--- config.mk ---
export PLATFORM = sky130hd
export DESIGN_NAME = msds_sqrt
export DESIGN_NICKNAME = d
export VERILOG_FILES = /design/src/design/msds_sqrt.sv
export SDC_FILE = /design/constraint.sdc
export NUM_CORES = 1
export LEC_CHECK = 0
export BUFFER_PORTS_ARGS = -buffer_cell sky130_fd_sc_hd__buf_2
export CAP_MARGIN = 25
export CORE_UTILIZATION = 59
export DETAILED_ROUTE_END_ITERATION = 6
export PLACE_DENSITY_LB_ADDON = 0.12
export RECOVER_POWER = 100
export SETUP_SLACK_MARGIN = 0.05
export SLEW_MARGIN = 10
export SYNTH_ARGS = -nofsm -noshare
export SYNTH_HDL_FRONTEND = slang
export SYNTH_SLANG_ARGS = --single-unit
--- constraint.sdc ---
create_clock -name i_clk -period 5.6 [get_ports i_clk]
set_clock_uncertainty 0.1 [all_clocks]
set_input_delay 0.28 -clock i_clk [delete_from_list [all_inputs] [get_ports i_clk]]
set_output_delay 0.28 -clock i_clk [all_outputs]
set_load 0.03 [all_outputs]
--- src/design/msds_sqrt.sv ---
`timescale 1ns / 1ps
// ----------------------------------------------------------------------------
// msds_sqrt
// Restoring floor square root of a 128-bit value, two radicand bits a cycle.
// ----------------------------------------------------------------------------
module msds_sqrt (
    input  logic         i_clk,
    input  logic         i_rst_n,
    input  logic         i_start,
    input  logic [127:0] i_radicand,
    output logic         o_done,
    output logic [63:0]  o_root
);

    logic         r_run;
    logic [5:0]   r_i;
    logic         r_done;
    logic [127:0] r_rad;
    logic [65:0]  r_rem;
    logic [63:0]  r_root;

    logic [65:0]  rem_sh;
    logic [65:0]  trial;
    logic         take;

    assign rem_sh = {r_rem[63:0], r_rad[127:126]};
    assign trial  = {r_root, 2'b01};
    assign take   = rem_sh >= trial;

    always_ff @(posedge i_clk) begin
        if (!i_rst_n) begin
            r_run  <= 1'b0;
            r_i    <= '0;
            r_done <= 1'b0;
        end else begin
            r_done <= 1'b0;
            if (i_start) begin
                r_run <= 1'b1;
                r_i   <= '0;
            end else if (r_run) begin
                r_i <= r_i + 6'd1;
                if (r_i == 6'd63) begin
                    r_run  <= 1'b0;
                    r_done <= 1'b1;
                end
            end
        end
    end

    always_ff @(posedge i_clk) begin
        if (i_start) begin
            r_rad  <= i_radicand;
            r_rem  <= '0;
            r_root <= '0;
        end else if (r_run) begin
            r_rad  <= {r_rad[125:0], 2'b00};
            r_rem  <= take ? (rem_sh - trial) : rem_sh;
            r_root <= {r_root[62:0], take};
        end
    end

    assign o_done = r_done;
    assign o_root = r_root;

endmodule

After elaboration in Yosys (flattened, before gate mapping):

Index checks and enable logic that the tools add are counted.

* bits of input ports: 131
* word-level logic and storage cells: 22
* register bits after elaboration: 264
* output and inout port bits: 65

* reductions and logical operators: 3
* muxes and demuxes: 7
* add/subtract/negate cells: 2
* $lt $le $gt $ge: 1
* bitwise logic cells: 2
* equal/unequal tests: 1

Operators with widths (number)
* 128-bit two-way mux: 2
* 66-bit >= comparator: 1
* 64-bit two-way mux: 1
* 64-bit subtractor: 1
* 6-bit by 1-bit adder with 6-bit output (second input constant): 1
* 6-bit == test (second input constant): 1
* 1-bit two-way mux: 4
* 3-bit OR reduction: 1
* 1-bit NOT: 2
* 2-bit nonzero test: 1
* 2-bit OR reduction: 1

Longest topological paths before layout:

* depth in word-level cells: 4
* mapped depth: 15
* mapped depth without buffers: 12

Worst setup path after synthesis:

Ideal clock, no wire load.

* kind: reg-to-reg
* start: reg r_run
* end: reg r_rad[0] (enable)
* arrival: 2.853 ns
* path slack: 1.529 ns
* data required time: 4.382 ns
* clock period less this slack: 4.071 ns
* path buffers: 1
* stages on the path, launching flop included: 4
* library setup time: 1.118 ns
* cell sequence: dfxtp_1 -> clkinv_1 -> clkbuf_1 -> nand2_1

* cells in the longest elaborated chain, start to end: 1

RTL lines
* start: declaration: RTL line 15 `logic r_run;`
* start signal: assignment: RTL line 32 `r_run <= 1'b0;`
* start signal: assignment: RTL line 38 `r_run <= 1'b1;`
* start signal: assignment: RTL line 43 `r_run <= 1'b0;`
* 2-bit nonzero test (no line)
* end signal: assignment: RTL line 52 `r_rad <= i_radicand;`
* end signal: assignment: RTL line 56 `r_rad <= {r_rad[125:0], 2'b00};`
* end: declaration: RTL line 18 `logic [127:0] r_rad;`

No other way between the ends.
A chain may end at the register's enable or synchronous reset.

Final worst setup path:

* start: reg r_run
* end: reg r_rad[23] (enable)

The elaborated chain is that of the path after synthesis.

==> metrics.txt <==
PortBufs 195; initial antenna violation count 0; core area 24400 sq um; Top-Level Pins 196; clock power share 22.1%; crit path from r_run$_SDFF_PN0_; Syn Area/Cell 9.81 sq um; status complete, but fails checks; CTS Sinks 264; Synth area leader edfxtp_1; Critical Path, Cell by Cell clkinv_1, nand2_1, clkbuf_4; GP Congestion 0.933; Lkg Pwr 7.17 nW; Crit path required time 5.68 ns; Worst Setup Start Kind flop; Gate power share 48.9%; final core occ 73.6%; postcts setup bufs 0; largest net degree at the start of global routing 96; Seq/Total Area, Yosys 44.6%; vias in the first global route 12100; Mapped Nets 1700; final wirelength 38900 microns; routed via count 12300; post-DR wirelength/cell 18.3 microns; Worst R2R Start r_run$_SDFF_PN0_; peak supply drop 0.441 mV; fin cells 2125; via-per-instance ratio 5.79; Total Die Area 25600 sq um; Post-synth EDFFs 128; Die Span Y 160 microns; max_cap viols 5; Die Width 160 microns; initial cell density of the core 60.4%; Syn Inst Count 1502; Pwr per Cell Area 469 nW/um^2; HPWL Detailed 22400 microns; worst-margin pin slew 4.18 ns; sequential power share 29.0%; HP Class primary input to flop; GR Util All Layers 29.8%; most frequent cells in the layout nand2_1 (166), nor2_1 (161), dfxtp_1 (136), dlygate4sd3_1 (129); Worst Hold Endpoint o_root[50]$_SDFFE_PP0P_; post-synth top area share 26.1%; share of cells above drive strength 1 16.7%; Buf/Inv on CP 2; sw frac 40.9%; switching pwr 3.45 mW; Pwr Total 8.43 mW; fmax 209 MHz; reg2reg setup slack 0.82 ns; Final min period 4.78 ns; Cell Int Power 4.99 mW; Ys Warns 0; critical path data arrival time 4.86 ns; drt drc 0; DR pass1 iterations 5; Hold Crit Start i_start; worst skew pair latency 0.57 ns; first-pass GRT wire length 62100 microns; post-CTS sizing 0; Clock transition at path regs 0.06 ns; CTS Hold Bufs 129; GRT overflow 0; maximum clock path buffer count 3; worst stage delay on the critical path 1.39 ns; Area contributors post-synth edfxtp_1 (26%), dfxtp_1 (18%), mux2_2 (9.7%); Netlist cell types 69; Synth-to-Final Area Change 21.9%; r2r endpoint r_rad[23]$_DFFE_PP_; antenna-violating nets left 0; Mapped Area 14700 sq um; failing checks capacitance limit, slew limit; fin nets 1977; CP top delay family buffers and inverters; setup violators final 0; row cnt 57; max_slew headroom -179%; Max Fanout on Critical Path 92; Main synth FF type dfxtp_1; Hold Vio Cnt, Final 0; R2R depth 3; CP max-delay cell nand2_1; Root Buffer clkbuf_16; hold slack 0.218 ns; Worst Setup End Kind flop; TritonCTS Buffers 28; final worst path period share 85.4%; initial DRC count 836; synthesis-stage register bit count 264; Post-synth ARST share 0%; cell depth of the worst hold path 2; Placed Cells 1942; TritonCTS clock tree yes; commonest non-fill, non-tap cell in the layout nand2_1; critical path type flop to flop; CTS H-Tree Depth 1; final number of max-transition violations 333; TNS Setup 0 ns; RSZ-0062 raised after global routing false
==> power groups by stage <==
stage	sequential, mW	combinational [mW]	clock (mW)
after floorplan	2.43	3.18	0
after global routing	2.47	4.57	1.95
final	2.45	4.13	1.86
after detailed placement	2.46	3.97	0
after global placement	2.46	3.94	0
after CTS	2.43	4.07	1.86
==> area by class of cell <==
type                    instances  area, sq um
diodes                          1         2.50
clock buffers                  42          783
clock inverters                 9          124
fillers                      1756         6430
inverters                      91          342
multi-input cells            1062         7490
flip-flops and latches        264         6570
well taps                     324          405
repair buffers                332         2250
==> per-stage QoR <==
| stage | cell area, sq um | worst slack (ns) |
|---|---|---|
| floorplan | 14700 | 1.53 |
| finish | 18000 | 0.818 |
| detailed placement | 15900 | 1.60 |
| CTS | 18100 | 1.52 |
| global route | 18000 | 0.603 |
| global placement | 15900 | 1.69 |
==> how the worst max path moves through the flow <==
stage | endpoint | slack, ns | depth (start not counted)
after floorplan | r_rad[0]$_SDFFCE_PN0P_ | 1.53 | 3
after global placement | r_rem[42]$_SDFFE_PP0P_ | 1.69 | 11
after detailed placement | r_rem[19]$_SDFFE_PP0P_ | 1.60 | 12
after CTS | r_rem[47]$_SDFFE_PP0P_ | 1.52 | 12
after global routing | r_rad[29]$_DFFE_PP_ | 0.60 | 3
final | r_rad[23]$_DFFE_PP_ | 0.82 | 3
==> kinds of logic (layout without fill, tap and decap cells) <==
logic type,Yosys count,in the layout,synth area share (%)
AND/OR/NAND/NOR,427,427,12.5
buffers and inverters,176,474,4.59
XOR/XNOR,59,59,3.51
adder cells (fa/ha/maj),67,67,5.69
other,0,1,0
flip-flops,264,264,44.6
multiplexers,200,200,14.7
AO/OA/AOI/OAI,309,309,14.5
==> state kept, by name (all words and copies together) (netlist names) <==
name / flops
r_rad: 128
o_root: 64
r_rem: 64
r_i: 6
o_done: 1
r_run: 1
==> synth_stat cells, types with 8 or more instances <==
cell / count
a211oi_1: 11
a21o_1: 29
a21oi_1: 84
a221oi_1: 8
a311oi_1: 43
a31oi_1: 10
and3_1: 9
buf_1: 8
buf_2: 13
clkbuf_1: 64
dfxtp_1: 136
edfxtp_1: 128
ha_1: 67
inv_1: 89
mux2_2: 127
mux2i_1: 71
nand2_1: 166
nand3_1: 14
nand4_1: 25
nor2_1: 161
nor3_1: 11
o211ai_1: 12
o21ai_0: 37
o21ai_1: 9
o21bai_1: 16
or3_1: 9
xnor2_1: 37
xor2_1: 22
==> layer usage <==
layer	GRT usage, %	wire (microns)
met1	38.1	16800
met2	51.0	18400
met3	5.01	2330
met4	10.1	1270
met5	0	0
Note: power is estimated with default switching activity, not from simulation.
