### src/design/msds_pkg.sv
`timescale 1ns / 1ps
// ----------------------------------------------------------------------------
// msds_pkg
// Types, codes and the per-step micro-program of the second-derivative sum.
// ----------------------------------------------------------------------------
package msds_pkg;

    typedef struct packed {
        logic signed [31:0] point_re;
        logic signed [31:0] point_im;
    } t_point;

    typedef struct packed {
        logic [47:0] magnitude;
        logic        escaped;
        logic        saturated;
    } t_result;

    // configuration register indexes
    localparam logic [1:0] REG_MAX_ITER  = 2'd0;
    localparam logic [1:0] REG_REG_FIRST = 2'd1;
    localparam logic [1:0] REG_REG_STEP  = 2'd2;
    localparam logic [1:0] REG_ESC_LIMIT = 2'd3;

    localparam logic [12:0] RST_MAX_ITER  = 13'd256;
    localparam logic [31:0] RST_REG_FIRST = 32'd4278223000;
    localparam logic [31:0] RST_REG_STEP  = 32'd4261544000;
    localparam logic [22:0] RST_ESC_LIMIT = 23'd65536;

    // micro-op kinds
    localparam logic [2:0] OP_MUL  = 3'd0; // signed product at fraction bits
    localparam logic [2:0] OP_MULW = 3'd1; // product by a q0.32 weight
    localparam logic [2:0] OP_ADD  = 3'd2;
    localparam logic [2:0] OP_SUB  = 3'd3;
    localparam logic [2:0] OP_CHK  = 3'd4; // escape test and loop control

    // operand and destination selects
    localparam logic [4:0] SEL_ZERO = 5'd0;
    localparam logic [4:0] SEL_ONE  = 5'd1;
    localparam logic [4:0] SEL_ZR   = 5'd2;
    localparam logic [4:0] SEL_ZI   = 5'd3;
    localparam logic [4:0] SEL_DR   = 5'd4;
    localparam logic [4:0] SEL_DI   = 5'd5;
    localparam logic [4:0] SEL_ER   = 5'd6;
    localparam logic [4:0] SEL_EI   = 5'd7;
    localparam logic [4:0] SEL_SR   = 5'd8;
    localparam logic [4:0] SEL_SI   = 5'd9;
    localparam logic [4:0] SEL_T1   = 5'd10;
    localparam logic [4:0] SEL_T2   = 5'd11;
    localparam logic [4:0] SEL_T3   = 5'd12;
    localparam logic [4:0] SEL_CR   = 5'd13;
    localparam logic [4:0] SEL_CI   = 5'd14;
    localparam logic [4:0] SEL_W    = 5'd15;
    localparam logic [4:0] SEL_RT   = 5'd16;
    localparam logic [4:0] SEL_RS   = 5'd17;

    localparam logic [5:0] PC_CHK  = 6'd43;
    localparam logic [5:0] PC_INIT = 6'd44;

    typedef struct packed {
        logic [2:0] op;
        logic [4:0] dst;
        logic [4:0] src_a;
        logic [4:0] src_b;
    } t_uop;

    typedef struct packed {
        logic        start;
        logic [63:0] mag_a;
        logic [63:0] mag_b;
        logic        neg;
        logic        frac;
    } t_mul_req;

    typedef struct packed {
        logic         done;
        logic [127:0] prod;
        logic [63:0]  value;
        logic         sat;
    } t_mul_rsp;

    function automatic t_uop uop_at(input logic [5:0] pc);
        t_uop u;
        unique case (pc)
            6'd0:  u = '{OP_MULW, SEL_T1, SEL_ER, SEL_W};
            6'd1:  u = '{OP_ADD,  SEL_SR, SEL_SR, SEL_T1};
            6'd2:  u = '{OP_MULW, SEL_T1, SEL_EI, SEL_W};
            6'd3:  u = '{OP_ADD,  SEL_SI, SEL_SI, SEL_T1};
            6'd4:  u = '{OP_MUL,  SEL_T1, SEL_ZR, SEL_ER};
            6'd5:  u = '{OP_MUL,  SEL_T2, SEL_ZI, SEL_EI};
            6'd6:  u = '{OP_SUB,  SEL_T1, SEL_T1, SEL_T2};
            6'd7:  u = '{OP_MUL,  SEL_T2, SEL_DR, SEL_DR};
            6'd8:  u = '{OP_ADD,  SEL_T1, SEL_T1, SEL_T2};
            6'd9:  u = '{OP_MUL,  SEL_T2, SEL_DI, SEL_DI};
            6'd10: u = '{OP_SUB,  SEL_T1, SEL_T1, SEL_T2};
            6'd11: u = '{OP_ADD,  SEL_T3, SEL_T1, SEL_T1};
            6'd12: u = '{OP_MUL,  SEL_T1, SEL_ZR, SEL_EI};
            6'd13: u = '{OP_MUL,  SEL_T2, SEL_ZI, SEL_ER};
            6'd14: u = '{OP_ADD,  SEL_T1, SEL_T1, SEL_T2};
            6'd15: u = '{OP_MUL,  SEL_T2, SEL_DR, SEL_DI};
            6'd16: u = '{OP_ADD,  SEL_T2, SEL_T2, SEL_T2};
            6'd17: u = '{OP_ADD,  SEL_T1, SEL_T1, SEL_T2};
            6'd18: u = '{OP_ADD,  SEL_EI, SEL_T1, SEL_T1};
            6'd19: u = '{OP_ADD,  SEL_ER, SEL_T3, SEL_ZERO};
            6'd20: u = '{OP_MUL,  SEL_T1, SEL_ZR, SEL_DR};
            6'd21: u = '{OP_MUL,  SEL_T2, SEL_ZI, SEL_DI};
            6'd22: u = '{OP_SUB,  SEL_T1, SEL_T1, SEL_T2};
            6'd23: u = '{OP_ADD,  SEL_T1, SEL_T1, SEL_T1};
            6'd24: u = '{OP_ADD,  SEL_T3, SEL_T1, SEL_ONE};
            6'd25: u = '{OP_MUL,  SEL_T1, SEL_ZR, SEL_DI};
            6'd26: u = '{OP_MUL,  SEL_T2, SEL_ZI, SEL_DR};
            6'd27: u = '{OP_ADD,  SEL_T1, SEL_T1, SEL_T2};
            6'd28: u = '{OP_ADD,  SEL_DI, SEL_T1, SEL_T1};
            6'd29: u = '{OP_ADD,  SEL_DR, SEL_T3, SEL_ZERO};
            6'd30: u = '{OP_MUL,  SEL_T1, SEL_ZR, SEL_ZR};
            6'd31: u = '{OP_MUL,  SEL_T2, SEL_ZI, SEL_ZI};
            6'd32: u = '{OP_SUB,  SEL_T1, SEL_T1, SEL_T2};
            6'd33: u = '{OP_ADD,  SEL_T3, SEL_T1, SEL_CR};
            6'd34: u = '{OP_MUL,  SEL_T1, SEL_ZR, SEL_ZI};
            6'd35: u = '{OP_ADD,  SEL_T1, SEL_T1, SEL_T1};
            6'd36: u = '{OP_ADD,  SEL_ZI, SEL_T1, SEL_CI};
            6'd37: u = '{OP_ADD,  SEL_ZR, SEL_T3, SEL_ZERO};
            6'd38: u = '{OP_MULW, SEL_W,  SEL_W,  SEL_RT};
            6'd39: u = '{OP_MULW, SEL_RT, SEL_RT, SEL_RS};
            6'd40: u = '{OP_MUL,  SEL_T1, SEL_ZR, SEL_ZR};
            6'd41: u = '{OP_MUL,  SEL_T2, SEL_ZI, SEL_ZI};
            6'd42: u = '{OP_ADD,  SEL_T1, SEL_T1, SEL_T2};
            6'd43: u = '{OP_CHK,  SEL_T1, SEL_T1, SEL_T1};
            6'd44: u = '{OP_MULW, SEL_RT, SEL_W,  SEL_RS};
            default: u = '{OP_ADD, SEL_T1, SEL_T1, SEL_ZERO};
        endcase
        return u;
    endfunction

endpackage

### src/design/msds_mul.sv
`timescale 1ns / 1ps
// ----------------------------------------------------------------------------
// msds_mul
// Shared 64 x 64 magnitude multiplier built from one 32 x 32 multiplier,
// with rounding, shift and signed saturation of the result.
// ----------------------------------------------------------------------------
module msds_mul #(
    parameter int FRAC_BITS = 40
) (
    input  logic                i_clk,
    input  logic                i_rst_n,
    input  msds_pkg::t_mul_req  i_req,
    output msds_pkg::t_mul_rsp  o_rsp
);

    logic         r_run;
    logic [2:0]   r_k;
    logic         r_done;
    logic [63:0]  r_a;
    logic [63:0]  r_b;
    logic         r_neg;
    logic         r_frac;
    logic [63:0]  r_pp;
    logic [127:0] r_acc;
    logic [63:0]  r_value;
    logic         r_sat;

    logic [31:0]  pa;
    logic [31:0]  pb;
    logic [63:0]  pp_c;
    logic [1:0]   j;
    logic [127:0] acc_term;
    logic [127:0] half;
    logic [127:0] rnd;
    logic         ovf;
    logic [63:0]  umag;
    logic [63:0]  lim;
    logic         psat;
    logic [63:0]  m;

    always_comb begin
        pa = r_k[1] ? r_a[63:32] : r_a[31:0];
        pb = r_k[0] ? r_b[63:32] : r_b[31:0];
    end

    assign pp_c = pa * pb;
    assign j    = 2'(r_k - 3'd1);

    always_comb begin
        case (j)
            2'd0:    acc_term = {64'b0, r_pp};
            2'd3:    acc_term = {r_pp, 64'b0};
            default: acc_term = {32'b0, r_pp, 32'b0};
        endcase
    end

    always_comb begin
        half = r_frac ? (128'd1 << (FRAC_BITS - 1)) : (128'd1 << 31);
        rnd  = r_acc + half;
        ovf  = r_frac ? (rnd[127:FRAC_BITS+64] != '0) : (rnd[127:96] != '0);
        umag = ovf ? '1 : (r_frac ? rnd[FRAC_BITS+63:FRAC_BITS] : rnd[95:32]);
        lim  = r_neg ? 64'h8000_0000_0000_0000 : 64'h7FFF_FFFF_FFFF_FFFF;
        psat = umag > lim;
        m    = psat ? lim : umag;
    end

    always_ff @(posedge i_clk) begin
        if (!i_rst_n) begin
            r_run  <= 1'b0;
            r_k    <= '0;
            r_done <= 1'b0;
        end else begin
            r_done <= 1'b0;
            if (i_req.start) begin
                r_run <= 1'b1;
                r_k   <= '0;
            end else if (r_run) begin
                r_k <= r_k + 3'd1;
                if (r_k == 3'd5) begin
                    r_run  <= 1'b0;
                    r_done <= 1'b1;
                end
            end
        end
    end

    always_ff @(posedge i_clk) begin
        if (i_req.start) begin
            r_a    <= i_req.mag_a;
            r_b    <= i_req.mag_b;
            r_neg  <= i_req.neg;
            r_frac <= i_req.frac;
            r_acc  <= '0;
        end else if (r_run) begin
            if (r_k <= 3'd3) begin
                r_pp <= pp_c;
            end
            if (r_k >= 3'd1 && r_k <= 3'd4) begin
                r_acc <= r_acc + acc_term;
            end
            if (r_k == 3'd5) begin
                r_value <= r_neg ? (64'd0 - m) : m;
                r_sat   <= ovf | psat;
            end
        end
    end

    assign o_rsp.done  = r_done;
    assign o_rsp.prod  = r_acc;
    assign o_rsp.value = r_value;
    assign o_rsp.sat   = r_sat;

endmodule

### config.mk
export PLATFORM = sky130hd
export DESIGN_NAME = msds_mul
export DESIGN_NICKNAME = d
export VERILOG_FILES = /design/src/design/msds_pkg.sv /design/src/design/msds_mul.sv
export SDC_FILE = /design/constraint.sdc
export NUM_CORES = 2
export LEC_CHECK = 0
export BUFFER_PORTS_ARGS = -buffer_cell sky130_fd_sc_hd__buf_2
export CELL_PAD_IN_SITES_DETAIL_PLACEMENT = 0
export CELL_PAD_IN_SITES_GLOBAL_PLACEMENT = 1
export CORE_AREA = 2 2 359 361
export DETAILED_ROUTE_END_ITERATION = 6
export DIE_AREA = 0 0 361 363
export PLACE_DENSITY_LB_ADDON = 0.1
export SYNTH_ARGS = -nofsm -noshare
export SYNTH_HDL_FRONTEND = slang
export SYNTH_SLANG_ARGS = --single-unit
### constraint.sdc
create_clock -name i_clk -period 14.6 [get_ports i_clk]
set_input_delay 2.92 -clock i_clk [delete_from_list [all_inputs] [get_ports i_clk]]
set_output_delay 2.92 -clock i_clk [all_outputs]
set_load 0.03 [all_outputs]
# Word-level counts from Yosys, hierarchy flattened
# Index checks and enable logic that the tools add are counted.
[op_classes]
n_eq_ne = 2
addsub = 5
reduce_logical = 9
mux = 14
magnitude_cmp = 4
n_mul = 1
n_bitwise = 4
[op_table]
columns = ["op", "n"]
rows = [
  ["$mux W64", 5],
  ["$pmux W128 S2", 1],
  ["$add A128 B128 Y128", 1],
  ["$add A128 B40 Y128", 1],
  ["$gt A64 B64 Y1", 1],
  ["$mul A32 B32 Y64", 1],
  ["$mux W32", 2],
  ["$sub A1 B64 Y64 const A", 1],
  ["$mux W40", 1],
  ["$reduce_bool A32 Y1", 1],
  ["$reduce_bool A24 Y1", 1],
  ["$reduce_and A3 Y1", 2],
  ["$mux W1", 5],
  ["$add A3 B1 Y3 const B", 1],
  ["$eq A3 B3 Y1 const B", 1],
  ["$ge A3 B1 Y1 const B", 1],
  ["$le A3 B2 Y1 const B", 1],
  ["$le A3 B3 Y1 const B", 1],
  ["$not A1 Y1", 3],
  ["$reduce_or A3 Y1", 1],
  ["$eq A2 B2 Y1 const B", 1],
  ["$logic_not A2 Y1", 1],
  ["$reduce_and A2 Y1", 1],
  ["$reduce_or A2 Y1", 1],
  ["other kinds (3)", 3],
]
[totals]
register_bits = 392
output_inout_bits = 194

# Depth between registers and ports, before layout
[logic_depth]
depth_word = 9
depth_mapped = 42
depth_no_buf = 30

# Least setup slack after synthesis
# No wires, ideal clock.
[synth_path]
kind = "register to register"
from = "register r_frac"
to = "register r_value[62], data pin"
path_buffers = 14
path_stages_with_launch = 42
t_arrival_ns = 10.102
path_slack_ns = 4.232
cell_sequence = "edfxtp_1 > clkbuf_1 > clkbuf_1 > buf_1 > clkbuf_1 > clkbuf_1 > clkbuf_1 > nor2b_1 > ha_1 > and3_1 > a31oi_1 > clkbuf_1 > nor4_1 > nand4_1 > xnor2_1 > or4_4 > or4b_1 > clkbuf_1 > (+6 left out) > nor4_1 > o31ai_1 > a311oi_1 > or2_2 > clkbuf_1 > nand2_1 > clkbuf_1 > nand2_1 > ha_1 > clkbuf_1 > inv_1 > nor2_1 > nand2_1 > and2_1 > clkbuf_1 > nor4b_2 > a31o_2 > a211oi_1"
[synth_via]
elab_chain_len = 9
[synth_rtl]
columns = ["element", "line_no", "source"]
rows = [
  ["start, declared", "msds_mul.sv:22", "logic r_frac;"],
  ["start signal, assigned", "msds_mul.sv:92", "r_frac <= i_req.frac;"],
  ["$mux W40", "msds_mul.sv:58", "half = r_frac ? (128'd1 << (FRAC_BITS - 1)) : (128'd1 << 31);"],
  ["$add A128 B40 Y128", "msds_mul.sv:59", "rnd = r_acc + half;"],
  ["$reduce_bool A32 Y1 / $reduce_bool A24 Y1 (equally long branches)", "msds_mul.sv:60", "ovf = r_frac ? (rnd[127:FRAC_BITS+64] != '0) : (rnd[127:96] != '0);"],
  ["$mux W1", "msds_mul.sv:60", ""],
  ["$mux W64 (*)", "msds_mul.sv:61", "umag = ovf ? '1 : (r_frac ? rnd[FRAC_BITS+63:FRAC_BITS] : rnd[95:32]);"],
  ["$gt A64 B64 Y1", "msds_mul.sv:63", "psat = umag > lim;"],
  ["$mux W64 (*)", "msds_mul.sv:64", "m = psat ? lim : umag;"],
  ["$sub A1 B64 Y64", "msds_mul.sv:102", "r_value <= r_neg ? (64'd0 - m) : m;"],
  ["$mux W64 (*)", "msds_mul.sv:102", ""],
  ["end signal, assigned", "msds_mul.sv:102", ""],
  ["end, declared", "msds_mul.sv:25", "logic [63:0] r_value;"],
]
# Mark *: on every way between the ends. The rest lies on a longest branch, timed or not.
# A chain may end at the register's enable or synchronous reset.

# Final worst setup path
# Same ends and word-level chain as after synthesis.

==> qor.csv <==
stage,metric,value,unit
route,drt first-iter violations,5504,
route,DRT met1 WL,97500,um
critical_path,Slowest cell on crit path,nor4b_4,
timing,Final Cycle Share,76.6,%
synth,post-synthesis compound-gate area fraction,12.9,%
finish,Fillers,11900,
synth,xor/xnor cell area share of the yosys netlist,3.08,%
synth,Synth Flop Type,edfxtp_1,
global_route,antenna violations before repair,14,
die,row count,131,
critical_path,Worst Setup Path Type,reg -> reg,
timing,# setup viols final,0,
critical_path,crit end category,flop,
global_route,GRT Util Overall,39.1,%
clock_tree,Worst-path clk slew,60,ps
clock_tree,Bufs on Longest Clock Path,3,
timing,Slew headroom,12.2,%
critical_path,Worst EP arrival,11590,ps
critical_path,CP Buf/Inv Count,5,
finish,fin util,54.1,%
die,total core area,127000,um2
route,met2 wire length,117000,um
synth,syn_nets,8841,
timing,clk_skew,29.5,ps
die,io pins,327,
route,Post-Route WL,256000,um
route,routed wl met3,22100,um
placed_design,Detailed Place HPWL,202000,um
clock_tree,CTS Sinks,392,
route,Vias,56600,
clock_tree,Post-CTS Resized,0,
synth,Post-synth EDFFs,259,
timing,Hold Slack,470,ps
die,chip height,363,um
synth,Synth Area in Simple Gates,18.3,%
synth,synth unique cells,99,
job,Max-Cap Viols,0,
synth,Synth Cell Area,63100,um2
synth,post-synthesis mux area share,2.90,%
run_status,violated checks,DRC,
synth,"flops & latches, synth",392,
timing,Highest Clock Rate,89.5,MHz
route,routed len/inst,27.8,um
placed_design,placer congestion estimate,1.05,
timing,Hold Fails Final Rpt,0,
route,ANT nets after route,0,
clock_tree,CTS tree,yes,
route,DRC Markers,1,
timing,post-layout minimum cycle time,11180,ps
synth,Syn Area/Cell,8.59,um2
clock_tree,CTS Root Cell,clkbuf_16,
global_route,vias in the first global route,56600,
die,Die Area,131000,um2
route,routed vias/inst,6.14,
route,uppermost routed layer,met5,
global_route,GRT Residual Overflow,0,
clock_tree,Setup Buffers After CTS,0,
synth,Yosys Warn Count,0,
die,die width,361,um
timing,Setup TNS,0,ps
critical_path,critical path launch point type,flop,
timing,unrepaired setup endpoints after global routing,false,
placed_design,Port Buffer Count,326,
global_route,largest net degree at the start of global routing,128,
timing,worst slew pin tran,1310,ps
clock_tree,TritonCTS buffer count,51,
synth,largest family of logic cells by synthesized area,adder cells,
clock_tree,H-tree Lvls,2,
finish,Post-layout nets,9000,
hold_path,Min-Delay Path Class,reg -> reg,
finish,Layout Area Growth over Synthesis,8.79,%
timing,Slew Limit Fails,0,
synth,fraction of registers with async set/reset,0,%
synth,Post-Synth Adder-Cell Area,37.6,%
finish,fraction of layout cells with a size suffix above 1,9.88,%
synth,Cells after Synth,7350,
critical_path,Max stage delay on crit path,1040,ps
critical_path,"CP delay by family, top",simple AND/OR/NAND/NOR gates,
run_status,status,finished with violations,
clock_tree,hold buffer count at CTS,0,
die,initial core utilization,49.7,%
finish,"commonest non-fill, non-tap cell in the layout",nand2_1,
global_route,global-route wire length before repair,378000,um
finish,most frequent cells in the layout,"nand2_1, inv_1, fa_1",
clock_tree,Clock Latency Late Sink,700,ps
synth,sequential cell area fraction in the yosys report,16.5,%
route,detailed-router iteration count before antenna repair,7,
critical_path,Critical Path Fanout Max,34,
critical_path,CP Data Required Time,15010,ps
[state kept, by name (all words and copies together) (netlist names)]
name / cells
r_a: 64
r_sat: 1
r_value: 64
r_frac: 1
r_acc: 128
r_b: 64
r_done: 1
r_pp: 64
r_run: 1
r_k: 3
r_neg: 1
[worst reg2reg max path: cells and delay by family, from the launching register on]
kind / cells / cell delay [ps]
AND/OR/NAND/NOR: 16 / 7160
AO/OA/AOI/OAI: 5 / 1200
adder cells (fa/ha/maj): 3 / 1110
buffers and inverters: 5 / 1040
flip-flops: 1 / 380
[synthesized netlist by cell type (all sizes together) (49+ instances only)]
master	count	area [um2]
nor3	103	515
xnor2	152	1330
a22o	65	569
nand2	1261	4740
o21ai	189	957
xor2	70	613
a21oi	392	1960
inv	1074	4030
dfxtp	133	2660
or3	49	307
mux2i	86	861
nand3	135	688
buf	83	340
and2	137	857
clkbuf	285	1070
edfxtp	259	7780
fa	897	18000
a21o	134	1010
nor2	448	1700
mux2	86	968
o21bai	49	368
nand4	124	795
ha	461	5770
[per-layer routing]
metal,vias to the layer above,global-route usage (%)
met3,731,6.49
met2,2869,63.2
met5,-,0
li1,24700,-
met4,6,24.6
met1,28300,48.9
[cells by family after synthesis]
kind of cell	after synthesis
compound gates	1234
xor+xnor	222
fa+ha+maj	1358
buf+inv	1444
flops	392
mux	172
simple gates	2528
[final timing paths]
kind | from | to | depth (start not counted) | slack (ps)
hold / removal | r_acc[2] | r_acc[2] | 2 | 470
hold reg to reg | r_acc[2] | r_acc[2] | 2 | 470
setup / recovery | r_frac | r_value[62] | 29 | 3420
setup reg to reg | r_frac | r_value[62] | 29 | 3420
[metrics by stage]
stage,setup WS [ps],cell area [um2],cells
CTS,3650,68700,9214
detailed placement,3700,66700,9118
finish,3420,68700,9218
global placement,4000,66700,9118
floorplan,4230,63100,7350
global route,2930,68700,9216
[area by class of cell]
class	count	area (um2)	area share [%]
multi-input combinational	5514	47400	69.0
inverter	1076	4040	5.88
timing repair buffer	474	2770	4.03
clock buffer	58	1350	1.97
tap	1662	2080	3.03
sequential	392	10400	15.2
clock inverter	38	599	0.873
antenna	4	10.0	0.0146
Power is left out: the tool's default activity adds up to more than one toggle a clock period on the data nets, which glitch-free logic cannot reach.
